===== config.mk =====
export PLATFORM = sky130hd
export DESIGN_NAME = lpta_div361
export DESIGN_NICKNAME = d
export VERILOG_FILES = /design/src/hw/rtl/lpta_pkg.sv /design/src/hw/rtl/lpta_div361.sv
export SDC_FILE = /design/constraint.sdc
export NUM_CORES = 1
export LEC_CHECK = 0
export ABC_AREA = 1
export BUFFER_PORTS_ARGS = -buffer_cell sky130_fd_sc_hd__buf_2
export CAP_MARGIN = 10
export CORE_MARGIN = 2
export CORE_UTILIZATION = 38
export DETAILED_ROUTE_END_ITERATION = 8
export GPL_ROUTABILITY_DRIVEN = 0
export PLACE_DENSITY = 0.66
export SETUP_SLACK_MARGIN = 0.05
export SYNTH_ARGS = -nofsm -noshare
export SYNTH_HDL_FRONTEND = slang
export SYNTH_SLANG_ARGS = --single-unit

===== constraint.sdc =====
create_clock -name clock -period 4.5 [get_ports clock]
set_input_delay 0.675 -clock clock [delete_from_list [all_inputs] [get_ports clock]]
set_output_delay 0.675 -clock clock [all_outputs]
set_load 0.02 [all_outputs]

===== src/hw/rtl/lpta_pkg.sv =====
// ----------------------------------------------------------------------------
// lpta_pkg
// Shared types, constants and the arctangent table for the point timestamp
// block.
// ----------------------------------------------------------------------------
`default_nettype none

package lpta_pkg;

   localparam int RINGS_DEF      = 128;
   localparam int ANGLE_BITS_DEF = 16;

   localparam int CORDIC_STEPS = 28;
   localparam int STEP_W       = 5;
   localparam int CORDIC_W     = 36;

   localparam int TIME_W   = 48;
   localparam int QUO_W    = 50;
   localparam int DIV_K    = 361;
   localparam int TIME_MUL = 36000;
   localparam int PERIOD_ROUND = 180;
   localparam logic [63:0] MIN_DIST_SQ = 64'd16777216;
   localparam logic [TIME_W-1:0] TIME_MAX = {TIME_W{1'b1}};

   localparam int CSR_INDEX_W = 2;
   localparam int CSR_DATA_W  = 32;
   localparam logic [CSR_INDEX_W-1:0] REG_POINT_FILTER = 2'd0;
   localparam logic [CSR_INDEX_W-1:0] REG_TIME_SCALE   = 2'd1;
   localparam logic [7:0]  POINT_FILTER_RST = 8'd1;
   localparam logic [31:0] TIME_SCALE_RST   = 32'd16777216;

   typedef struct packed {
      logic               frame_start;
      logic signed [31:0] pos_x;
      logic signed [31:0] pos_y;
      logic signed [31:0] pos_z;
      logic [6:0]         ring;
      logic [7:0]         intensity;
   } req_type;

   typedef struct packed {
      logic signed [31:0] out_x;
      logic signed [31:0] out_y;
      logic signed [31:0] out_z;
      logic [6:0]         out_ring;
      logic [7:0]         out_intensity;
      logic [47:0]        point_time;
   } rsp_type;

   typedef enum logic [2:0] {
      ST_IDLE,
      ST_AZ,
      ST_MUL,
      ST_Q,
      ST_DIV,
      ST_WRITE
   } state_type;

   typedef struct packed {
      logic rd_en;
      logic clear;
      logic wr_en;
      logic set_time;
   } store_cmd_type;

   typedef struct packed {
      logic known;
      logic time_valid;
   } store_flags_type;

   // atan(2^-i) as a fraction of a turn, 32 bits
   function automatic logic [31:0] cordic_atan(input logic [STEP_W-1:0] i);
      logic [31:0] v;
      case (i)
         5'd0:    v = 32'd536870912;
         5'd1:    v = 32'd316933406;
         5'd2:    v = 32'd167458907;
         5'd3:    v = 32'd85004756;
         5'd4:    v = 32'd42667331;
         5'd5:    v = 32'd21354465;
         5'd6:    v = 32'd10679838;
         5'd7:    v = 32'd5340245;
         5'd8:    v = 32'd2670163;
         5'd9:    v = 32'd1335087;
         5'd10:   v = 32'd667544;
         5'd11:   v = 32'd333772;
         5'd12:   v = 32'd166886;
         5'd13:   v = 32'd83443;
         5'd14:   v = 32'd41722;
         5'd15:   v = 32'd20861;
         5'd16:   v = 32'd10430;
         5'd17:   v = 32'd5215;
         5'd18:   v = 32'd2608;
         5'd19:   v = 32'd1304;
         5'd20:   v = 32'd652;
         5'd21:   v = 32'd326;
         5'd22:   v = 32'd163;
         5'd23:   v = 32'd81;
         5'd24:   v = 32'd41;
         5'd25:   v = 32'd20;
         5'd26:   v = 32'd10;
         5'd27:   v = 32'd5;
         default: v = 32'd0;
      endcase
      return v;
   endfunction

endpackage

`default_nettype wire


===== src/hw/rtl/lpta_div361.sv =====
// ----------------------------------------------------------------------------
// lpta_div361
// Radix-4 restoring divider by the constant 361, two quotient bits a cycle.
// ----------------------------------------------------------------------------
`default_nettype none

module lpta_div361 #(
   parameter int WIDTH = lpta_pkg::QUO_W
) (
   input  wire logic             clock,
   input  wire logic             reset,
   input  wire logic             start,
   input  wire logic [WIDTH-1:0] dividend,
   output logic                  busy,
   output logic                  done,
   output logic [WIDTH-1:0]      quotient
);

   localparam int DIGITS = WIDTH / 2;
   localparam int CNT_W  = $clog2(DIGITS + 1);
   localparam logic [10:0] K1 = 11'(lpta_pkg::DIV_K);
   localparam logic [10:0] K2 = 11'(2 * lpta_pkg::DIV_K);
   localparam logic [10:0] K3 = 11'(3 * lpta_pkg::DIV_K);

   logic [WIDTH-1:0] num_ff, num_in, quo_ff, quo_in;
   logic [8:0]  rem_ff, rem_in;
   logic [10:0] r4, r4_sub;
   logic [1:0]  digit;
   logic [CNT_W-1:0] cnt_ff, cnt_in;
   logic busy_ff, busy_in, done_ff, done_in;

   assign r4 = {rem_ff, num_ff[WIDTH-1 -: 2]};

   always_comb begin
      if (r4 >= K3) begin
         digit  = 2'd3;
         r4_sub = r4 - K3;
      end else if (r4 >= K2) begin
         digit  = 2'd2;
         r4_sub = r4 - K2;
      end else if (r4 >= K1) begin
         digit  = 2'd1;
         r4_sub = r4 - K1;
      end else begin
         digit  = 2'd0;
         r4_sub = r4;
      end
   end

   always_comb begin
      num_in  = num_ff;
      quo_in  = quo_ff;
      rem_in  = rem_ff;
      cnt_in  = cnt_ff;
      busy_in = busy_ff;
      done_in = 1'b0;
      if (start) begin
         num_in  = dividend;
         rem_in  = '0;
         cnt_in  = '0;
         busy_in = 1'b1;
      end else if (busy_ff) begin
         num_in = num_ff << 2;
         quo_in = {quo_ff[WIDTH-3:0], digit};
         rem_in = r4_sub[8:0];
         if (cnt_ff == CNT_W'(DIGITS - 1)) begin
            busy_in = 1'b0;
            done_in = 1'b1;
         end else begin
            cnt_in = cnt_ff + 1'b1;
         end
      end
   end

   always_ff @(posedge clock) begin
      if (reset) begin
         busy_ff <= 1'b0;
         done_ff <= 1'b0;
      end else begin
         busy_ff <= busy_in;
         done_ff <= done_in;
      end
      num_ff <= num_in;
      quo_ff <= quo_in;
      rem_ff <= rem_in;
      cnt_ff <= cnt_in;
   end

   assign busy     = busy_ff;
   assign done     = done_ff;
   assign quotient = quo_ff;

endmodule

`default_nettype wire


==> results.py <==
metrics = {
    "sta": {
        "hold_violations": 0,
        "rsz0062_at_grt": "false",
        "tightest_slew_ns": 1.008,
        "finClkSkew_ns": 0.007271,
        "slew_violations": 0,
        "tns_ns": 0,
        "period_minus_slack_ns": 2.322,
        "fmax_mhz": 430.7,
        "hold_slack_ns": 0.4434,
        "fin_crit_sh": 0.5159,
        "setup_viol": 0,
        "slew_headroom": 0.3269,
    },
    "layout": {
        "stdcell_count": 808,
        "layout-drive-gt1-share": 0.2642,
        "mostFrequentLayoutCell": "nand2_1",
        "areaGrowthSynthToFinish_pct": 23.24,
        "layout_common_cells": "nand2_1 (233), buf_2 (104), edfxtp_1 (100)",
        "fin_util": 0.4797,
        "fin_nets": 681,
        "diodes": 0,
    },
    "yosys": {
        "ys_ff_latch": 116,
        "ys_warn_count": 0,
        "syn_inst": 513,
        "ys_async_sr_fraction": 0,
        "synth_edf_count": 100,
        "synth.distinct_cells": 33,
        "synth_flop_cell": "edfxtp_1",
        "synthesis.area_sq_um": 5175,
        "seq_area_frac_synth": 0.6422,
        "syn_avg_cell_area_sq_um": 10.09,
        "synth_nets": 574,
    },
    "global_route": {
        "grt_pass1_vias": 3573,
        "grt_antenna_before_repair": 0,
        "overflow": 0,
        "grt_max_degree": 55,
        "grt_pass1_wl_mm": 16.78,
        "grt_util_all_layers": 0.1481,
    },
    "drt": {
        "via_per_inst": 4.675,
        "drtIter0Drc": 318,
        "drc": 0,
        "ant_nets": 0,
        "routedWlPerCell_um": 12.75,
        "vias": 3777,
        "drt-pass1-iter-count": 6,
        "drt_wl_total_mm": 10.30,
    },
    "clocking": {
        "hold_buffers": 0,
        "postCtsSetupBuffers": 0,
        "clock-sinks": 116,
        "cts_resized": 0,
        "cts_root_buffer": "clkbuf_16",
        "numCtsBuffers": 17,
        "clk_path_buf_depth": 2,
        "cts.clk_slew.worst_paths_ns": 0.05,
        "cts_tree": "done",
        "htree_levels": 4,
        "clk-insertion-delay-late_ns": 0.40,
    },
    "power": {
        "leakagePower_nw": 2.959,
        "power_density_nw_per_um2": 426.8,
        "p_total_w": 0.002722,
        "peakVddDrop_v": 0.0002876,
    },
    "setup_path": {
        "critPathCaptureType": "flip-flop",
        "path_class": "in2reg",
        "critical_path_arrival_ns": 2.34,
        "cp_max_fo": 54,
        "startpoint_type": "primary input",
        "r2r_slack_ns": 2.36,
        "worst-endpoint-required_ns": 4.52,
    },
    "floorplanning": {
        "fp.dieArea_sq_um": 14570,
        "ios": 105,
        "die_y_um": 120.7,
        "initial_core_util": 0.3892,
        "core_area_sq_um": 13300,
        "rows": 42,
        "die_w_um": 120.7,
    },
    "outcome": {
        "status": "finished, final reports clean",
    },
    "job": {
        "max-cap-violations": 0,
    },
    "placement": {
        "dp.cells": 777,
        "io_buffers": 104,
        "dp_hpwl_mm": 7.048,
    },
    "min_path": {
        "hp-class": "reg2reg",
    },
}
-- final timing paths --
check / start / end / depth (start not counted)
max: start / num_ff[47] / 4
min: quotient[40] / quotient[42] / 0
max reg2reg: num_ff[49] / rem_ff[6] / 13
min reg2reg: quotient[40] / quotient[42] / 0
-- area by class of cell --
class	instances	area [sq um]
Tap cell	176	220.2
Inverter	36	135.1
Multi-Input combinational cell	342	1607
Timing Repair Buffer	107	543.0
Fill cell	1214	6918
Sequential cell	116	3323
Clock buffer	20	436.7
Clock inverter	11	112.6
-- where the power goes --
group	total, W	internal, W	switching (W)
sequential	0.00128	0.00125	0.0000313
combinational	0.000196	0.0000674	0.000128
clock	0.00124	0.000802	0.000442
total	0.00272	0.00212	0.000601
-- worst max-delay path, cell delays in order --
cell    delay (ns)
buf_2         0.07
buf_4         0.43
nor2_1        0.31
inv_2         0.80
-- cell families (layout without fill, tap and decap cells) --
| group | Yosys count | in the layout | synth area share |
|---|---|---|---|
| AO/OA/AOI/OAI | 21 | 21 | 0.02418 |
| XOR/XNOR | 9 | 9 | 0.01523 |
| AND/OR/NAND/NOR | 304 | 304 | 0.2502 |
| flip-flops | 116 | 116 | 0.6422 |
| adder cells (fa/ha/maj) | 8 | 8 | 0.01934 |
| buffers and inverters | 55 | 174 | 0.04884 |
-- registers in the layout, indices dropped and copies added (netlist names) --
signal    flops
num_ff       50
quotient     50
rem_ff        9
cnt_ff        5
busy          1
done          1
-- synth_stat cells (3+ instances only) --
library cell,count,area share
nor2_1,13,0.0094
nand2_1,233,0.17
nand3_1,29,0.028
nand2_4,3,0.0065
buf_6,5,0.011
xor2_1,8,0.014
o21ai_0,5,0.0048
nand2_2,8,0.0097
ha_1,8,0.019
inv_2,9,0.0065
nor2_2,4,0.0048
nor3_1,4,0.0039
clkbuf_1,10,0.0073
dfxtp_1,16,0.062
a21oi_1,8,0.0077
o21ai_1,4,0.0039
nand4_1,3,0.0036
edfxtp_1,100,0.58
inv_1,26,0.019
-- through the flow --
stage | setup WS [ns] | instance area, sq um
2_1_floorplan | 0.5543 | 5175
3_3_place_gp | 1.817 | 5828
3_5_place_dp | 1.721 | 5828
4_1_cts | 2.166 | 6377
5_1_grt | 2.006 | 6377
6_report | 2.178 | 6377
-- per-layer routing --
metal,track usage,vias up,wire [um]
li1,-,1892,-
met1,0.1900,1741,4791
met2,0.2292,124,4683
met3,0.04764,20,606
met4,0.06613,0,218
met5,0,-,0
No activity file was read; power rests on OpenSTA's default activity.
