==> config.mk <==
export PLATFORM = sky130hd
export DESIGN_NAME = lpta_cordic
export DESIGN_NICKNAME = d
export VERILOG_FILES = /design/src/hw/rtl/lpta_pkg.sv /design/src/hw/rtl/lpta_cordic.sv
export SDC_FILE = /design/constraint.sdc
export NUM_CORES = 1
export LEC_CHECK = 0
export BUFFER_PORTS_ARGS = -buffer_cell sky130_fd_sc_hd__buf_4
export CORE_ASPECT_RATIO = 0.6
export CORE_MARGIN = 1
export CORE_UTILIZATION = 41
export DETAILED_ROUTE_END_ITERATION = 16
export GPL_TIMING_DRIVEN = 0
export PLACE_DENSITY = 0.56
export SETUP_SLACK_MARGIN = 0.4
export SLEW_MARGIN = 20
export SYNTH_ARGS = -nofsm -noshare
export SYNTH_HDL_FRONTEND = slang
export SYNTH_SLANG_ARGS = --single-unit
==> constraint.sdc <==
create_clock -name clock -period 17.9 [get_ports clock]
set_clock_uncertainty 0.1 [all_clocks]
set_input_delay 2.685 -clock clock [delete_from_list [all_inputs] [get_ports clock]]
set_output_delay 2.685 -clock clock [all_outputs]
set_load 0.01 [all_outputs]
==> src/hw/rtl/lpta_pkg.sv <==
// ----------------------------------------------------------------------------
// lpta_pkg
// Shared types, constants and the arctangent table for the point timestamp
// block.
// ----------------------------------------------------------------------------
`default_nettype none

package lpta_pkg;

   localparam int RINGS_DEF      = 128;
   localparam int ANGLE_BITS_DEF = 16;

   localparam int CORDIC_STEPS = 28;
   localparam int STEP_W       = 5;
   localparam int CORDIC_W     = 36;

   localparam int TIME_W   = 48;
   localparam int QUO_W    = 50;
   localparam int DIV_K    = 361;
   localparam int TIME_MUL = 36000;
   localparam int PERIOD_ROUND = 180;
   localparam logic [63:0] MIN_DIST_SQ = 64'd16777216;
   localparam logic [TIME_W-1:0] TIME_MAX = {TIME_W{1'b1}};

   localparam int CSR_INDEX_W = 2;
   localparam int CSR_DATA_W  = 32;
   localparam logic [CSR_INDEX_W-1:0] REG_POINT_FILTER = 2'd0;
   localparam logic [CSR_INDEX_W-1:0] REG_TIME_SCALE   = 2'd1;
   localparam logic [7:0]  POINT_FILTER_RST = 8'd1;
   localparam logic [31:0] TIME_SCALE_RST   = 32'd16777216;

   typedef struct packed {
      logic               frame_start;
      logic signed [31:0] pos_x;
      logic signed [31:0] pos_y;
      logic signed [31:0] pos_z;
      logic [6:0]         ring;
      logic [7:0]         intensity;
   } req_type;

   typedef struct packed {
      logic signed [31:0] out_x;
      logic signed [31:0] out_y;
      logic signed [31:0] out_z;
      logic [6:0]         out_ring;
      logic [7:0]         out_intensity;
      logic [47:0]        point_time;
   } rsp_type;

   typedef enum logic [2:0] {
      ST_IDLE,
      ST_AZ,
      ST_MUL,
      ST_Q,
      ST_DIV,
      ST_WRITE
   } state_type;

   typedef struct packed {
      logic rd_en;
      logic clear;
      logic wr_en;
      logic set_time;
   } store_cmd_type;

   typedef struct packed {
      logic known;
      logic time_valid;
   } store_flags_type;

   // atan(2^-i) as a fraction of a turn, 32 bits
   function automatic logic [31:0] cordic_atan(input logic [STEP_W-1:0] i);
      logic [31:0] v;
      case (i)
         5'd0:    v = 32'd536870912;
         5'd1:    v = 32'd316933406;
         5'd2:    v = 32'd167458907;
         5'd3:    v = 32'd85004756;
         5'd4:    v = 32'd42667331;
         5'd5:    v = 32'd21354465;
         5'd6:    v = 32'd10679838;
         5'd7:    v = 32'd5340245;
         5'd8:    v = 32'd2670163;
         5'd9:    v = 32'd1335087;
         5'd10:   v = 32'd667544;
         5'd11:   v = 32'd333772;
         5'd12:   v = 32'd166886;
         5'd13:   v = 32'd83443;
         5'd14:   v = 32'd41722;
         5'd15:   v = 32'd20861;
         5'd16:   v = 32'd10430;
         5'd17:   v = 32'd5215;
         5'd18:   v = 32'd2608;
         5'd19:   v = 32'd1304;
         5'd20:   v = 32'd652;
         5'd21:   v = 32'd326;
         5'd22:   v = 32'd163;
         5'd23:   v = 32'd81;
         5'd24:   v = 32'd41;
         5'd25:   v = 32'd20;
         5'd26:   v = 32'd10;
         5'd27:   v = 32'd5;
         default: v = 32'd0;
      endcase
      return v;
   endfunction

endpackage

`default_nettype wire

==> src/hw/rtl/lpta_cordic.sv <==
// ----------------------------------------------------------------------------
// lpta_cordic
// Iterative vectoring CORDIC: azimuth of (x, y) as a fraction of a turn,
// one micro-rotation per cycle.
// ----------------------------------------------------------------------------
`default_nettype none

module lpta_cordic #(
   parameter int ANGLE_BITS = lpta_pkg::ANGLE_BITS_DEF
) (
   input  wire logic                  clock,
   input  wire logic                  reset,
   input  wire logic                  start,
   input  wire logic signed [31:0]    x_start,
   input  wire logic signed [31:0]    y_start,
   output logic                       busy,
   output logic                       done,
   output logic [ANGLE_BITS-1:0]      azimuth
);

   localparam int CW = lpta_pkg::CORDIC_W;

   logic signed [CW-1:0] x_ff, x_in, y_ff, y_in;
   logic signed [CW-1:0] dx, dy, xs, ys;
   logic [31:0] z_ff, z_in, z_round;
   logic [lpta_pkg::STEP_W-1:0] step_ff, step_in;
   logic busy_ff, busy_in, done_ff, done_in, zero_ff, zero_in;

   assign xs = CW'(x_start);
   assign ys = CW'(y_start);
   assign dx = y_ff >>> step_ff;
   assign dy = x_ff >>> step_ff;

   always_comb begin
      x_in    = x_ff;
      y_in    = y_ff;
      z_in    = z_ff;
      step_in = step_ff;
      busy_in = busy_ff;
      done_in = 1'b0;
      zero_in = zero_ff;
      if (start) begin
         zero_in = (x_start == 32'sd0) && (y_start == 32'sd0);
         busy_in = 1'b1;
         step_in = '0;
         // left half plane: rotate by a half turn first
         if (x_start[31]) begin
            x_in = -xs;
            y_in = -ys;
            z_in = 32'h8000_0000;
         end else begin
            x_in = xs;
            y_in = ys;
            z_in = 32'd0;
         end
      end else if (busy_ff) begin
         if (y_ff[CW-1]) begin
            x_in = x_ff - dx;
            y_in = y_ff + dy;
            z_in = z_ff - lpta_pkg::cordic_atan(step_ff);
         end else begin
            x_in = x_ff + dx;
            y_in = y_ff - dy;
            z_in = z_ff + lpta_pkg::cordic_atan(step_ff);
         end
         if (step_ff == lpta_pkg::STEP_W'(lpta_pkg::CORDIC_STEPS - 1)) begin
            busy_in = 1'b0;
            done_in = 1'b1;
         end else begin
            step_in = step_ff + 1'b1;
         end
      end
   end

   always_ff @(posedge clock) begin
      if (reset) begin
         busy_ff <= 1'b0;
         done_ff <= 1'b0;
      end else begin
         busy_ff <= busy_in;
         done_ff <= done_in;
      end
      x_ff    <= x_in;
      y_ff    <= y_in;
      z_ff    <= z_in;
      step_ff <= step_in;
      zero_ff <= zero_in;
   end

   // round half up to the output angle width
   assign z_round = z_ff + (32'd1 << (31 - ANGLE_BITS));
   assign azimuth = zero_ff ? '0 : z_round[31 -: ANGLE_BITS];
   assign busy    = busy_ff;
   assign done    = done_ff;

endmodule

`default_nettype wire

==> results by group <==
Timing
  • Final hold vios: 0
  • Worst slew pin tran: 1263 ps
  • Tmin final: 10910 ps
  • Max Clk Rate: 0.09169 GHz
  • Setup_tns: 0 ps
  • Slew margin rel.: 0.1577
  • RSZ-0062 raised after global routing: false
  • Period Utilization, post-route: 0.6093
  • Final Slew Violations: 0
  • Finish-stage setup viols: 0
  • Final Worst Setup Slack: 6994 ps

Critical path
  • CP startpoint: step_ff[4]$_SDFFE_PP0P_
  • Reg2Reg Depth: 25
  • FF-to-FF Start: step_ff[4]$_SDFFE_PP0P_
  • Reg2reg setup slack: 6990 ps
  • CP required: 18020 ps
  • Crit Path Category: register to register
  • Reg2reg end: x_ff[34]$_DFFE_PP_
  • Crit path capture type: register
  • CP startpoint kind: register
  • Critical Path Fanout Max: 10
  • Critical Path AT: 11030 ps

Routing
  • Vias per Instance: 6.853
  • Drt first pass iters: 7
  • Via count: 21465
  • DRC errors left: 0
  • Starting DRT DRC Count: 3158
  • ANT nets after route: 0
  • Routed Wire Length: 99.34 mm
  • Routed wire per std cell: 31.72 um

Job
  • Max-cap viol count: 0

GRT
  • First-pass GRT wire length: 139.7 mm
  • Largest net degree at the start of global routing: 49
  • Overall routing resource usage: 0.3986
  • Vias in the first global route: 19749
  • Congestion Overflow GR: 0
  • Initial antenna violation count: 4

Synthesis
  • Post-synth top cells: nor2_1, nand2_1, a21oi_1, o21ai_0, xnor2_1
  • Async S/R FF share, synth: 0
  • Syn Area/Cell: 8.365 um^2
  • Seq/Total Area, Yosys: 0.1962
  • Netlist Area Pre-Place: 19840 um^2
  • Most common flop cell mapped by yosys: edfxtp_1
  • Post-Syn Instances: 2372
  • Main area contributors after synthesis: edfxtp_1, mux4_2, ha_1, xnor2_1, a21oi_1
  • Net count after synthesis: 2557
  • Top-count cell post-synth: nor2_1
  • Top cell type's share of synthesized area: 0.1589
  • Synth Warn #: 0
  • Number of synthesized flops with an enable pin: 105
  • Netlist cell types: 97
  • Cell taking the most area after synthesis: edfxtp_1
  • Flop and latch count out of synthesis: 142

Power and ir drop
  • Cell Int Power: 2.508 mW
  • Sequential Power Share: 0.169
  • Leakage power: 8.492 nW
  • VDD IR max: 0.0001499 V
  • Final Power: 5.477 mW
  • Clock share of power: 0.067
  • Switch Pwr: 2.969 mW
  • Combinational power share: 0.764
  • Power Dens Cells: 249.8 nW/um^2
  • Switching portion of total power: 0.5420

Placed design
  • Port Buffer Count: 83
  • Placed cells: 3097
  • DP Worst Slack: 7706 ps
  • Dpl hpwl: 77.05 mm
  • RD Place Congestion: 1.213

Clocking
  • Post-CTS Hold Fix Bufs: 0
  • TritonCTS Buffers: 17
  • CTS clock-pin slew for the worst setup and hold paths: 80 ps
  • Clk sink count: 142
  • Clock Path Buffers: 2
  • Postcts setup bufs: 0
  • CTS resizes: 0
  • H-tree depth: 4
  • Worst-skew pair later-pin latency: 490 ps
  • CTS root buf: clkbuf_16
  • CTS tree: done

Die
  • Die height: 172.4 um
  • Core area: 47790 um^2
  • Rows: 62
  • DIE AREA: 49310 um^2
  • Starting density of the core: 0.4152
  • Die width: 286 um
  • Boundary pin count: 85

Layout
  • Layout area overhead: 10.49%
  • Post-layout nets: 2662
  • Final cell count without fillers: 3132
  • Share of cells above drive strength 1: 0.1365
  • Utilization after layout: 0.4588

Outcome
  • Status: finished, final reports clean

Hold path
  • Hold Path Origin: busy$_SDFF_PP0_
  • Worst hold stages: 1
  • Worst Hold End: done$_SDFF_PP0_
  • Worst hold path class: register to register
[power by group through the flow]
stage	registers, mW	logic [mW]	clock network [mW]
after floorplan	0.703	3.07	0
after global placement	0.890	3.95	0
after detailed placement	0.888	4.03	0
after CTS	0.885	4.06	0.368
after global routing	0.918	4.54	0.378
final	0.928	4.18	0.365
[worst max path at each step]
stage,to,cells after the start
floorplan,x_ff[34]$_DFFE_PP_,25
global placement,x_ff[34]$_DFFE_PP_,25
detailed placement,x_ff[34]$_DFFE_PP_,25
CTS,x_ff[34]$_DFFE_PP_,25
global route,x_ff[34]$_DFFE_PP_,25
finish,x_ff[34]$_DFFE_PP_,25
[layout by cell type (no fill, tap or decap), types with 36 or more instances in the layout]
cell      count
mux2i_1      69
mux4_2       93
buf_4        88
nor3_1       41
o21ai_0     169
xnor2_1     147
inv_1        55
edfxtp_1    105
nor2_1      225
nand2_1     221
clkbuf_1     56
a21o_1       56
dfxtp_1      37
nand3_1      36
ha_1        115
a31oi_1      37
xor2_1       83
a21oi_1     208
[per-stage QoR]
step | hold slack [ps] | instance area, um^2
floorplan | 472.0 | 19840
CTS | 543.5 | 21900
finish | 547.9 | 21920
global route | 573.6 | 21920
detailed placement | 529.3 | 21350
global placement | 524.3 | 21270
[area by class of cell]
cell class / instances / area [um^2]
multi-input combinational: 2035 / 15110
buffer: 131 / 635.6
fill: 4825 / 25860
inverter: 64 / 240.2
clock buffer: 19 / 432.9
sequential: 142 / 3894
antenna: 2 / 5.005
timing repair buffer: 86 / 689.4
tap: 640 / 800.8
clock inverter: 13 / 113.9
[worst max-delay path, cell delays in order (launching register included)]
cell and delay [ps]:
dfxtp_1 310, clkbuf_1 610, clkbuf_1 700, clkbuf_1 780
buf_1 660, clkbuf_1 700, buf_1 810, clkbuf_1 860
o21a_1 310, ha_1 280, nand3_1 160, or4_4 620
nor4_4 470, and2_4 250, nor2_1 60, o32ai_1 150
ha_1 320, and3_1 260, and2_1 200, and3_1 180
o2111ai_1 240, a2111oi_0 950, o41a_1 280, o21ai_0 110
a21oi_1 170, nor3b_1 70
[kinds of logic (layout without fill, tap and decap cells)]
family / after synthesis / in the layout / share of synthesized area
xor+xnor: 230 / 230 / 0.1015
fa+ha+maj: 119 / 119 / 0.07605
simple gates: 748 / 748 / 0.1815
mux: 197 / 197 / 0.1623
buf+inv: 195 / 313 / 0.04320
compound gates: 741 / 741 / 0.2391
other cells: 0 / 2 / 0
flops: 142 / 142 / 0.1962
[routing by layer]
metal / up-vias / global-route usage / share of wire
met5: - / 0 / 0.00019
met4: 2 / 0.1567 / 0.039
met3: 264 / 0.2277 / 0.17
met2: 1578 / 0.5064 / 0.36
met1: 10402 / 0.5388 / 0.43
li1: 9219 / - / -
No activity file was read; power rests on OpenSTA's default activity.
